**src/hdl/cpese_pkg.sv**
```systemverilog
`timescale 1ns / 1ps
// ----------------------------------------------------------------------------
// Contact pair tracker package
// Shared constants, item types and codes for the enter / stay / exit tracker.
// ----------------------------------------------------------------------------
package cpese_pkg;

  // Sizing of the pair lists and keys.
  localparam int PAIR_CAPACITY = 32;
  localparam int INDEX_BITS    = 10;
  localparam int KEY_W         = 2 * INDEX_BITS;
  localparam int CNT_W         = $clog2(PAIR_CAPACITY + 1);
  localparam int POS_W         = $clog2(PAIR_CAPACITY);

  // Depth of the queue between the front and the back.
  localparam int QUEUE_DEPTH = 4;
  localparam int QPTR_W      = $clog2(QUEUE_DEPTH);

  // Input commands.
  localparam logic CMD_PAIR = 1'b0;
  localparam logic CMD_END  = 1'b1;

  // Result kinds.
  localparam logic [1:0] KIND_ENTER = 2'd0;
  localparam logic [1:0] KIND_STAY  = 2'd1;
  localparam logic [1:0] KIND_EXIT  = 2'd2;
  localparam logic [1:0] KIND_DONE  = 2'd3;

  typedef struct packed {
    logic                  command;
    logic [INDEX_BITS-1:0] first_index;
    logic [INDEX_BITS-1:0] second_index;
  } in_item_t;

  typedef struct packed {
    logic [1:0]            event_kind;
    logic [INDEX_BITS-1:0] out_first;
    logic [INDEX_BITS-1:0] out_second;
    logic                  overflow;
    logic                  last;
  } out_item_t;

  // Classified command passed from the front to the back.
  typedef struct packed {
    logic             eof;
    logic [KEY_W-1:0] key;
  } pair_cmd_t;

  // Queue status seen by its producer and consumer.
  typedef struct packed {
    logic full;
    logic not_empty;
  } queue_status_t;

endpackage

```
**src/hdl/contact_pair_enter_stay_exit.sv**
```systemverilog
`timescale 1ns / 1ps
// ----------------------------------------------------------------------------
// Contact pair enter / stay / exit tracker
// Merges each frame's sorted overlapping pairs against last frame's list and
// reports enter, stay, exit and frame-done events.
// ----------------------------------------------------------------------------
// Usage:
//   Send one frame's overlapping pairs on the in_ channel in ascending key
//   order (first index, then second index), then an end-of-frame item. A pair
//   whose key does not rise above the last accepted one is dropped silently.
//   Each pair yields exits for every stored pair of last frame below it and
//   then one enter or stay item; end of frame yields the remaining exits and
//   a done item. The final item caused by one input item has last set. A pair
//   beyond the list capacity is still reported, with overflow set, and is not
//   remembered for the next frame.
//   An accepted item passes through the queue, the command register and the
//   result register before its first result appears. The engine takes a pair
//   from the queue, emits its exits, then resolves it. While out_stall is
//   low, the single-port read of the previous-frame bank sets the pace of
//   one exit per cycle. A four-entry queue lets the input keep flowing
//   meanwhile. Reset empties both lists and the queue; no clearing pass is
//   needed. When out_stall is high the result register holds its item, the
//   engine waits, and in_stall rises once the queue fills.
// ----------------------------------------------------------------------------
module contact_pair_enter_stay_exit (
  input  logic                 clk,
  input  logic                 rst_n,
  input  logic                 in_valid,
  input  cpese_pkg::in_item_t  in_data,
  output logic                 in_stall,
  output logic                 out_valid,
  output cpese_pkg::out_item_t out_data,
  input  logic                 out_stall
);
  import cpese_pkg::*;

  queue_status_t q_status;
  logic          q_push;
  pair_cmd_t     q_push_data;
  logic          q_pop;
  pair_cmd_t     q_pop_data;

  // Front: filters non-ascending keys and classifies the item.
  cpese_front u_front (
    .clk         (clk),
    .rst_n       (rst_n),
    .in_valid    (in_valid),
    .in_data     (in_data),
    .in_stall    (in_stall),
    .q_status    (q_status),
    .q_push      (q_push),
    .q_push_data (q_push_data)
  );

  // Queue decouples the front from the merge engine.
  cpese_queue u_queue (
    .clk       (clk),
    .rst_n     (rst_n),
    .push      (q_push),
    .push_data (q_push_data),
    .pop       (q_pop),
    .pop_data  (q_pop_data),
    .status    (q_status)
  );

  // Back: merge engine, pair banks and the result register.
  cpese_back u_back (
    .clk       (clk),
    .rst_n     (rst_n),
    .q_status  (q_status),
    .q_data    (q_pop_data),
    .q_pop     (q_pop),
    .out_valid (out_valid),
    .out_data  (out_data),
    .out_stall (out_stall)
  );

endmodule

```
**src/hdl/cpese_front.sv**
```systemverilog
`timescale 1ns / 1ps
// ----------------------------------------------------------------------------
// Contact pair tracker front
// Accepts input items, drops pairs whose key does not ascend and forwards the
// rest as commands into the queue.
// ----------------------------------------------------------------------------
module cpese_front (
  input  logic                     clk,
  input  logic                     rst_n,
  input  logic                     in_valid,
  input  cpese_pkg::in_item_t      in_data,
  output logic                     in_stall,
  input  cpese_pkg::queue_status_t q_status,
  output logic                     q_push,
  output cpese_pkg::pair_cmd_t     q_push_data
);
  import cpese_pkg::*;

  logic [KEY_W-1:0] last_key_r, last_key_nxt;
  logic             have_last_r, have_last_nxt;
  logic [KEY_W-1:0] key;
  logic             accept;
  logic             drop;

  always_comb begin
    key      = {in_data.first_index, in_data.second_index};
    in_stall = q_status.full;
    accept   = in_valid && !q_status.full;
    drop     = (in_data.command == CMD_PAIR) && have_last_r && (key <= last_key_r);
    q_push   = accept && !drop;
    q_push_data.eof = (in_data.command == CMD_END);
    q_push_data.key = key;

    last_key_nxt  = last_key_r;
    have_last_nxt = have_last_r;
    if (accept) begin
      if (in_data.command == CMD_END) begin
        last_key_nxt  = '0;
        have_last_nxt = 1'b0;
      end else if (!drop) begin
        last_key_nxt  = key;
        have_last_nxt = 1'b1;
      end
    end
  end

  always_ff @(posedge clk) begin
    if (!rst_n) begin
      last_key_r  <= '0;
      have_last_r <= 1'b0;
    end else begin
      last_key_r  <= last_key_nxt;
      have_last_r <= have_last_nxt;
    end
  end

endmodule

```
**src/hdl/cpese_queue.sv**
```systemverilog
`timescale 1ns / 1ps
// ----------------------------------------------------------------------------
// Contact pair tracker queue
// Short first-word-fall-through queue of classified commands.
// ----------------------------------------------------------------------------
module cpese_queue (
  input  logic                     clk,
  input  logic                     rst_n,
  input  logic                     push,
  input  cpese_pkg::pair_cmd_t     push_data,
  input  logic                     pop,
  output cpese_pkg::pair_cmd_t     pop_data,
  output cpese_pkg::queue_status_t status
);
  import cpese_pkg::*;

  pair_cmd_t         slot_r [QUEUE_DEPTH];
  logic [QPTR_W-1:0] wr_ptr_r, wr_ptr_nxt;
  logic [QPTR_W-1:0] rd_ptr_r, rd_ptr_nxt;
  logic [QPTR_W:0]   count_r, count_nxt;
  logic              do_push;
  logic              do_pop;

  always_comb begin
    status.full      = (count_r == (QPTR_W + 1)'(QUEUE_DEPTH));
    status.not_empty = (count_r != '0);
    do_push          = push && !status.full;
    do_pop           = pop && status.not_empty;
    pop_data         = slot_r[rd_ptr_r];

    wr_ptr_nxt = do_push ? wr_ptr_r + 1'b1 : wr_ptr_r;
    rd_ptr_nxt = do_pop ? rd_ptr_r + 1'b1 : rd_ptr_r;
    count_nxt  = count_r;
    if (do_push && !do_pop) begin
      count_nxt = count_r + 1'b1;
    end else if (do_pop && !do_push) begin
      count_nxt = count_r - 1'b1;
    end
  end

  always_ff @(posedge clk) begin
    if (do_push) begin
      slot_r[wr_ptr_r] <= push_data;
    end
  end

  always_ff @(posedge clk) begin
    if (!rst_n) begin
      wr_ptr_r <= '0;
      rd_ptr_r <= '0;
      count_r  <= '0;
    end else begin
      wr_ptr_r <= wr_ptr_nxt;
      rd_ptr_r <= rd_ptr_nxt;
      count_r  <= count_nxt;
    end
  end

endmodule

```
**src/hdl/cpese_back.sv**
```systemverilog
`timescale 1ns / 1ps
// ----------------------------------------------------------------------------
// Contact pair tracker back
// Merges queued commands against last frame's sorted list held in a banked
// memory and drives the result register.
// ----------------------------------------------------------------------------
module cpese_back (
  input  logic                     clk,
  input  logic                     rst_n,
  input  cpese_pkg::queue_status_t q_status,
  input  cpese_pkg::pair_cmd_t     q_data,
  output logic                     q_pop,
  output logic                     out_valid,
  output cpese_pkg::out_item_t     out_data,
  input  logic                     out_stall
);
  import cpese_pkg::*;

  localparam int MEM_DEPTH = 2 ** (POS_W + 1);

  // Both banks share one memory; the bank bit is the top address bit.
  logic [KEY_W-1:0] bank_mem [MEM_DEPTH];

  logic             cmd_valid_r, cmd_valid_nxt;
  pair_cmd_t        cmd_r;
  logic             bank_sel_r, bank_sel_nxt;
  logic [CNT_W-1:0] prev_count_r, prev_count_nxt;
  logic [CNT_W-1:0] read_pos_r, read_pos_nxt;
  logic [CNT_W-1:0] cur_count_r, cur_count_nxt;
  logic [KEY_W-1:0] head_r;
  logic             out_valid_r, out_valid_nxt;
  out_item_t        out_data_r;
  out_item_t        result;
  logic             out_free;
  logic             load_out;
  logic             cmd_done;
  logic             avail;
  logic             wr_en;
  logic [POS_W:0]   wr_addr;
  logic [POS_W:0]   rd_addr;

  always_comb begin
    out_free = !out_valid_r || !out_stall;
    q_pop    = !cmd_valid_r && q_status.not_empty;
    avail    = (read_pos_r < prev_count_r);

    bank_sel_nxt   = bank_sel_r;
    prev_count_nxt = prev_count_r;
    read_pos_nxt   = read_pos_r;
    cur_count_nxt  = cur_count_r;
    wr_en          = 1'b0;
    load_out       = 1'b0;
    cmd_done       = 1'b0;
    result         = '0;

    if (cmd_valid_r && out_free) begin
      load_out = 1'b1;
      if (avail && (cmd_r.eof || (head_r < cmd_r.key))) begin
        // A stored pair below the incoming key, or left at end of frame, has ended.
        result.event_kind = KIND_EXIT;
        result.out_first  = head_r[KEY_W-1:INDEX_BITS];
        result.out_second = head_r[INDEX_BITS-1:0];
        read_pos_nxt      = read_pos_r + 1'b1;
      end else if (cmd_r.eof) begin
        result.event_kind = KIND_DONE;
        result.last       = 1'b1;
        cmd_done          = 1'b1;
        bank_sel_nxt      = !bank_sel_r;
        prev_count_nxt    = cur_count_r;
        read_pos_nxt      = '0;
        cur_count_nxt     = '0;
      end else begin
        result.event_kind = KIND_ENTER;
        if (avail && (head_r == cmd_r.key)) begin
          result.event_kind = KIND_STAY;
          read_pos_nxt      = read_pos_r + 1'b1;
        end
        if (cur_count_r < CNT_W'(PAIR_CAPACITY)) begin
          wr_en         = 1'b1;
          cur_count_nxt = cur_count_r + 1'b1;
        end else begin
          result.overflow = 1'b1;
        end
        result.out_first  = cmd_r.key[KEY_W-1:INDEX_BITS];
        result.out_second = cmd_r.key[INDEX_BITS-1:0];
        result.last       = 1'b1;
        cmd_done          = 1'b1;
      end
    end

    cmd_valid_nxt = cmd_valid_r;
    if (q_pop) begin
      cmd_valid_nxt = 1'b1;
    end else if (cmd_done) begin
      cmd_valid_nxt = 1'b0;
    end

    out_valid_nxt = load_out || (out_valid_r && out_stall);

    // The read address follows the next position, so head_r always holds
    // the previous-frame entry at the current read position.
    wr_addr = {!bank_sel_r, cur_count_r[POS_W-1:0]};
    rd_addr = {bank_sel_nxt, read_pos_nxt[POS_W-1:0]};
  end

  always_ff @(posedge clk) begin
    if (wr_en) begin
      bank_mem[wr_addr] <= cmd_r.key;
    end
    head_r <= bank_mem[rd_addr];
  end

  always_ff @(posedge clk) begin
    if (q_pop) begin
      cmd_r <= q_data;
    end
    if (load_out) begin
      out_data_r <= result;
    end
  end

  always_ff @(posedge clk) begin
    if (!rst_n) begin
      cmd_valid_r  <= 1'b0;
      bank_sel_r   <= 1'b0;
      prev_count_r <= '0;
      read_pos_r   <= '0;
      cur_count_r  <= '0;
      out_valid_r  <= 1'b0;
    end else begin
      cmd_valid_r  <= cmd_valid_nxt;
      bank_sel_r   <= bank_sel_nxt;
      prev_count_r <= prev_count_nxt;
      read_pos_r   <= read_pos_nxt;
      cur_count_r  <= cur_count_nxt;
      out_valid_r  <= out_valid_nxt;
    end
  end

  assign out_valid = out_valid_r;
  assign out_data  = out_data_r;

`ifndef SYNTHESIS
  a_read_in_range: assert property (@(posedge clk) disable iff (!rst_n)
    read_pos_r <= prev_count_r)
    else $error("read position passed the end of last frame's list");

  a_counts_bounded: assert property (@(posedge clk) disable iff (!rst_n)
    (cur_count_r <= CNT_W'(PAIR_CAPACITY)) && (prev_count_r <= CNT_W'(PAIR_CAPACITY)))
    else $error("pair count exceeds capacity");

  a_exit_not_last: assert property (@(posedge clk) disable iff (!rst_n)
    out_valid_r && (out_data_r.event_kind == KIND_EXIT) |-> !out_data_r.last && !out_data_r.overflow)
    else $error("exit result carries last or overflow");

  a_pop_loads_cmd: assert property (@(posedge clk) disable iff (!rst_n)
    q_pop |=> cmd_valid_r)
    else $error("popped command was not held");
`endif

endmodule
```
**config.mk**
```make
export PLATFORM = sky130hd
export DESIGN_NAME = contact_pair_enter_stay_exit
export DESIGN_NICKNAME = d
export VERILOG_FILES = /design/src/hdl/cpese_pkg.sv /design/src/hdl/contact_pair_enter_stay_exit.sv /design/src/hdl/cpese_front.sv /design/src/hdl/cpese_queue.sv /design/src/hdl/cpese_back.sv
export SDC_FILE = /design/constraint.sdc
export NUM_CORES = 2
export LEC_CHECK = 0
export BUFFER_PORTS_ARGS = -buffer_cell sky130_fd_sc_hd__buf_2
export CORE_MARGIN = 1.5
export CORE_UTILIZATION = 35
export DETAILED_ROUTE_END_ITERATION = 8
export GPL_TIMING_DRIVEN = 1
export SLEW_MARGIN = 20
export SYNTH_ARGS = -nofsm -noshare
export SYNTH_HDL_FRONTEND = slang
export SYNTH_SLANG_ARGS = --single-unit
```
**constraint.sdc**
```tcl
create_clock -name clk -period 6.1 [get_ports clk]
set_input_delay 1.22 -clock clk [delete_from_list [all_inputs] [get_ports clk]]
set_output_delay 1.22 -clock clk [all_outputs]
set_load 0.01 [all_outputs]
```
# Word-level counts from Yosys, hierarchy flattened

Memories as Yosys holds them, arrays and structs flattened. A register that Yosys moved wholly into a read port is not among the register bits.
Cells that the tools add are included.

Register bits: 73
Memory bits (writable): 1364
Input bits: 25
Output and inout port bits: 26
Word-level logic and storage cells: 105
Memories kept: 2

$add $sub $neg: 6
Magnitude comparators: 4
Eq/ne operators: 3
Muxes and demuxes: 34
Bitwise logic cells: 3
Reductions and logical operators: 35

Memories:

| name            | words | bits a word | read ports | clocked after memory_dff | write ports | line              | RTL |
|---|---|---|---|---|---|---|---|
| u_back.bank_mem | 64    | 20          | 1          | 1                        | 1           | cpese_back.sv:22  | `logic [KEY_W-1:0] bank_mem [MEM_DEPTH];` |
| u_queue.slot_r  | 4     | 21          | 1          | 1                        | 1           | cpese_queue.sv:17 | `pair_cmd_t slot_r [QUEUE_DEPTH];` |

Operators by type and width:

| cell                                                           | number |
|---|---|
| 20-bit 2-to-1 mux                                              | 2 |
| 6-bit 2-to-1 mux                                               | 5 |
| 22-bit 2-to-1 mux                                              | 1 |
| 1-bit 2-to-1 mux                                               | 21 |
| 21-bit 2-to-1 mux                                              | 1 |
| 20-bit equality test                                           | 1 |
| 20-bit <= comparator                                           | 1 |
| 20-bit < comparator                                            | 1 |
| 1-bit logical AND                                              | 13 |
| 6-bit by 1-bit adder with 6-bit output (second input constant) | 2 |
| 1-bit logical NOT                                              | 8 |
| 6-bit < comparator                                             | 1 |
| 6-bit < comparator (second input constant)                     | 1 |
| 3-bit 2-to-1 mux                                               | 2 |
| 3-bit AND reduction                                            | 2 |
| 2-bit nonzero test                                             | 3 |
| 3-bit nonzero test                                             | 2 |
| 5-bit 2-to-1 mux                                               | 1 |
| 2-bit by 1-bit adder with 2-bit output (second input constant) | 2 |
| 2-bit AND reduction                                            | 2 |
| 3-bit by 1-bit adder with 3-bit output (second input constant) | 1 |
| 3-bit equality test (second input constant)                    | 1 |
| 1-bit logical OR                                               | 3 |
| 1-bit inverter                                                 | 3 |
| other kinds (5)                                                | 5 |

# Longest topological paths before layout

Depth after elaboration: 10
Gate-level depth with buffers: 20
Gate-level depth less buffers: 18

# By module

A second synthesis with hierarchy kept.

Cells, all modules: 4334
Area, all modules: 59527.1 sq um

Modules (own cells, without submodules):

| module      | times used | cells an instance | area each (sq um) | sequential area each (sq um) |
|---|---|---|---|---|
| cpese_back  | 1          | 3995              | 54471.0           | 40608.9 |
| cpese_queue | 1          | 157               | 3519.6            | 2702.6 |
| cpese_front | 1          | 182               | 1536.5            | 420.4 |

# Worst setup path after synthesis

OpenSTA, ideal clock, no wires.

Path type: register to register
Start: register, netlist name u_back.cmd_r[19]
End: memory u_back.bank_mem[14][0] (netlist bit), enable pin
Library setup time: 397 ps
Arrival time: 4216 ps
Required time: 5703 ps
Setup slack: 1487 ps
Cell stages (with the launch flop): 12
Buffers on the path: 1
Clock period less this slack: 4613 ps
Cell sequence: edfxtp_1 > inv_1 > ha_1 > nand4_2 > or4_4 > a21oi_4 > nor3_1 > nand2_1 > and3_1 > clkbuf_1 > nand4_1 > nor2_1

Longest elaborated chain between the ends: 7

RTL lines:

| item                                   | line              | RTL |
|---|---|---|
| 20-bit < comparator                    | cpese_back.sv:58  | `if (avail && (cmd_r.eof \|\| (head_r < cmd_r.key))) begin` |
| 1-bit logical OR                       | cpese_back.sv:58  |  |
| 1-bit logical AND                      | cpese_back.sv:58  |  |
| 1-bit 2-to-1 mux                       | cpese_back.sv:58  |  |
| 1-bit 2-to-1 mux                       | cpese_back.sv:56  | `if (cmd_valid_r && out_free) begin` |
| 1-bit 2-to-1 mux                       | cpese_back.sv:107 | `if (wr_en) begin` |
| 1-bit 2-to-1 mux (implied by the code) | cpese_back.sv:108 | `bank_mem[wr_addr] <= cmd_r.key;` |
| end, declared                          | cpese_back.sv:22  |  |

Every way passes these cells.

# Final worst setup path

Start: register u_back.head_r[7], read port of u_back.bank_mem
End: register u_back.head_r[5], read port of u_back.bank_mem

Longest elaborated chain between the ends: 6
Elaborated cells between the ends (all ways): 11
Classes of those cells: order compare: 1; eq/ne: 1; mux: 6; reduce/logical: 3

RTL lines:

| item                                                        | line             | RTL |
|---|---|---|
| start, declared                                             | cpese_back.sv:30 | `logic [KEY_W-1:0] head_r;` |
| branches (longest 6 deep; another with 20-bit < comparator) | n/a              |  |

Parallel ways; which one is timed is not known. The select of a mux whose other input is x is not followed.
A chain may end at the register's enable or synchronous reset.

==> qor.txt <==
Status - finished clean
Critical Path Max Stage Delay - 740 ps
Worst Hold Class - register to register
Final #Nets - 4455
Clk sinks - 1478
WL final - 165 mm
Max Clk Rate - 176 MHz
Die X - 414 µm
Unique masters post-synth - 65
Logic pwr share - 0.139
Layout cells sized above 1 - 0.126
Worst setup margin - 421 ps
Cell family with most CP delay - simple AND/OR/NAND/NOR gates
Setup Fix Bufs, Post-CTS - 0
Area Overhead vs Synth - 14.5%
Routed Antenna Nets - 0
1st-iter DRT viols - 4440
Unrepaired setup endpoints after global routing - no
Post-synth EDFFs - 1409
DP Wirelength - 92.3 mm
Worst-path cell with the longest stage delay - and2_4
Synth top area share - 0.716
Leading area contributor after synthesis - edfxtp_1
Met2 Resource Use GR - 0.295
Count of cells resized by post-cts repair - 0
Clk_lat worst skew - 820 ps
Sequential share of power - 0.504
YS warnings - 0
Clk pin slew, worst setup/hold paths - 60 ps
Worst hold slack - 462 ps
VDD IR max - 0.403 mV
Maximum capacitance violations - 0
IO Count - 51
Drt via density - 5.47
Clock share of power - 0.357
Max-slew violation count - 0
Worst slew margin - 0.269
Worst Max-Slew Pin Slew - 1090 ps
P_int - 18.8 mW
Vias in the first global route - 34861
Tcrit/Tclk final - 0.931
Final setup TNS - 0 ps
Mapped Cells - 4280
Total iterations of the first detailed-routing run - 6
Total global routing overflow - 0
Total power - 26.0 mW
Inserted Diodes - 0
Setup violators final - 0
WP data arrival - 6380 ps
CP Class - register to register
CP max FO - 48
Antenna violations before repair - 1
P_leak - 22.5 nW
# H-tree levels - 4
Synth area leaders - edfxtp_1 72%, nand2_1 5.8%, nand3_1 3.4%, dfxtp_1 2.3%, a211oi_1 1.9%
DP Worst Slack - 422 ps
Register area share after synthesis - 0.740
Met3 Usage GRT - 0.0348
Switching part of the total - 0.277
Worst Path Required - 6800 ps
Syn Area/Cell - 13.8 µm²
Top Usage Layer GRT - met2
Initial Util - 0.353
Largest net degree at the start of global routing - 133
Synth Flop Type - edfxtp_1
Pwr per Cell Area - 385 nW/µm²
Die H - 414 µm
Hold-fix buffers, CTS - 0
Vias - 36639
Total GRT Usage - 0.191
Async SR Flop Fraction - 0
Drt drc - 0
Mapped cell area - 59100 µm²
FF+latch count, synth - 1478
Clock Skew - 76.6 ps
CP Capture Type - register
Num CTS Buffers - 153
PortBufs - 50
CP bufs+invs - 3
Fillers - 15317
Average wire per standard cell - 24.6 µm
Post-synthesis net count - 4358
Rows - 150
Root Buffer - clkbuf_16
First-pass GRT wire length - 240 mm
Shortest period the worst path allows - 5680 ps
Grt met1 use - 0.267
Cells along the critical path - ha_1, a21oi_1, o21ai_0, a2111o_1, nor4_2, buf_4, or3_2, and2_4, buf_12, buf_4, nand3_1, a21oi_1, nand4_1, a211o_1
Global placer's final weighted congestion - 0.850
CTS tree - yes
Worst setup SP type - register
Die area - 171000 µm²
Net Sw Power - 7.21 mW
Core Footprint - 167000 µm²
Bufs on Longest Clock Path - 3
Hold Fails Final Rpt - 0
-- layout by cell type, fill, tap and decap left out, drive strengths merged, types with 57 or more instances in the layout --
master | synthesis | final
a211oi | 151 | 151
a21oi | 149 | 149
a311oi | 76 | 76
a31oi | 57 | 57
and2 | 58 | 58
and3 | 101 | 101
buf | 127 | 228
clkbuf | 159 | 200
dfxtp | 69 | 69
edfxtp | 1409 | 1409
inv | 55 | 60
mux2i | 71 | 71
nand2 | 909 | 909
nand3 | 399 | 399
nor2 | 103 | 103
-- worst min-delay path: cells and delay by family, from the launching register on --
| family | cells | cell delay [ps] |
|---|---|---|
| AND/OR/NAND/NOR | 1 | 40 |
| flip-flops | 1 | 300 |
| AO/OA/AOI/OAI | 1 | 60 |
-- stage by stage --
step	utilization	cell area, µm²	instances
2_1_floorplan	-	59100	4280
3_3_place_gp	0.374	62700	6426
3_5_place_dp	0.374	62700	6426
4_1_cts	0.404	67700	6699
5_1_grt	0.404	67700	6699
6_report	0.404	67700	6699
-- logic make-up after synthesis --
logic type | share of synthesized area
adders and majority gates | 0.0114
buffers and inverters | 0.0243
AOI/OAI and AO/OA | 0.0739
DFF | 0.740
and+or+nand+nor | 0.130
muxes | 0.0200
xor gates and xnor gates | 0.00119
-- metal layers --
| layer | share of wire | routed length, µm |
|---|---|---|
| met2 | 0.46 | 75900 |
| met5 | 0 | 0 |
| met3 | 0.083 | 13600 |
| met4 | 0.034 | 5610 |
| met1 | 0.42 | 69500 |
-- final timing paths --
path | from | end | slack (ps) | depth (start not counted)
worst max-delay path | u_back.head_r[7] | u_back.head_r[5] | 420 | 14
worst min-delay path | u_front.last_key_r[4] | u_front.last_key_r[4] | 460 | 2
worst max register to register | u_back.head_r[7] | u_back.head_r[5] | 420 | 14
worst min register to register | u_front.last_key_r[4] | u_front.last_key_r[4] | 460 | 2
-- layout make-up --
cell class	count	area [µm²]	share of cell area
tap	2204	2760	0.0408
inverter	55	206	0.00305
multi-input combinational	2461	14200	0.210
clock buffer	200	4060	0.0599
sequential	1478	43700	0.646
timing repair buffer	228	1810	0.0268
clock inverter	73	936	0.0138
-- synth_stat cells, drive strengths merged, types with 55 or more instances --
| master | instances |
|---|---|
| inv | 55 |
| a21oi | 149 |
| nand4 | 55 |
| edfxtp | 1409 |
| mux2i | 71 |
| a211oi | 151 |
| and2 | 58 |
| a31oi | 57 |
| clkbuf | 159 |
| a311oi | 76 |
| and3 | 101 |
| buf | 127 |
| nand2 | 909 |
| nand3 | 399 |
| dfxtp | 69 |
| nor2 | 103 |
-- power by group through the flow --
stage | Clock [mW] | Combinational, mW | Sequential, mW
after global routing | 9.78 | 3.85 | 13.2
final | 9.29 | 3.62 | 13.1
after CTS | 9.41 | 3.62 | 13.1
after floorplan | 0 | 1.19 | 13.8
after global placement | 0 | 3.53 | 13.3
after detailed placement | 0 | 3.61 | 13.3
-- flip-flops by register name, summed over array words and instances, names as in the netlist --
signal	count
u_back.read_pos_r	6
u_queue.rd_ptr_r	2
u_back.cmd_valid_r	1
u_back.out_data	24
u_back.out_valid	1
u_back.head_r	20
u_back.bank_mem	1280
u_queue.count_r	3
u_queue.wr_ptr_r	2
u_front.last_key_r	20
u_back.cmd_r	21
u_queue.slot_r	84
u_back.cur_count_r	6
u_back.bank_sel_r	1
u_front.have_last_r	1
u_back.prev_count_r	6
Power figures use the tool's default switching activity.
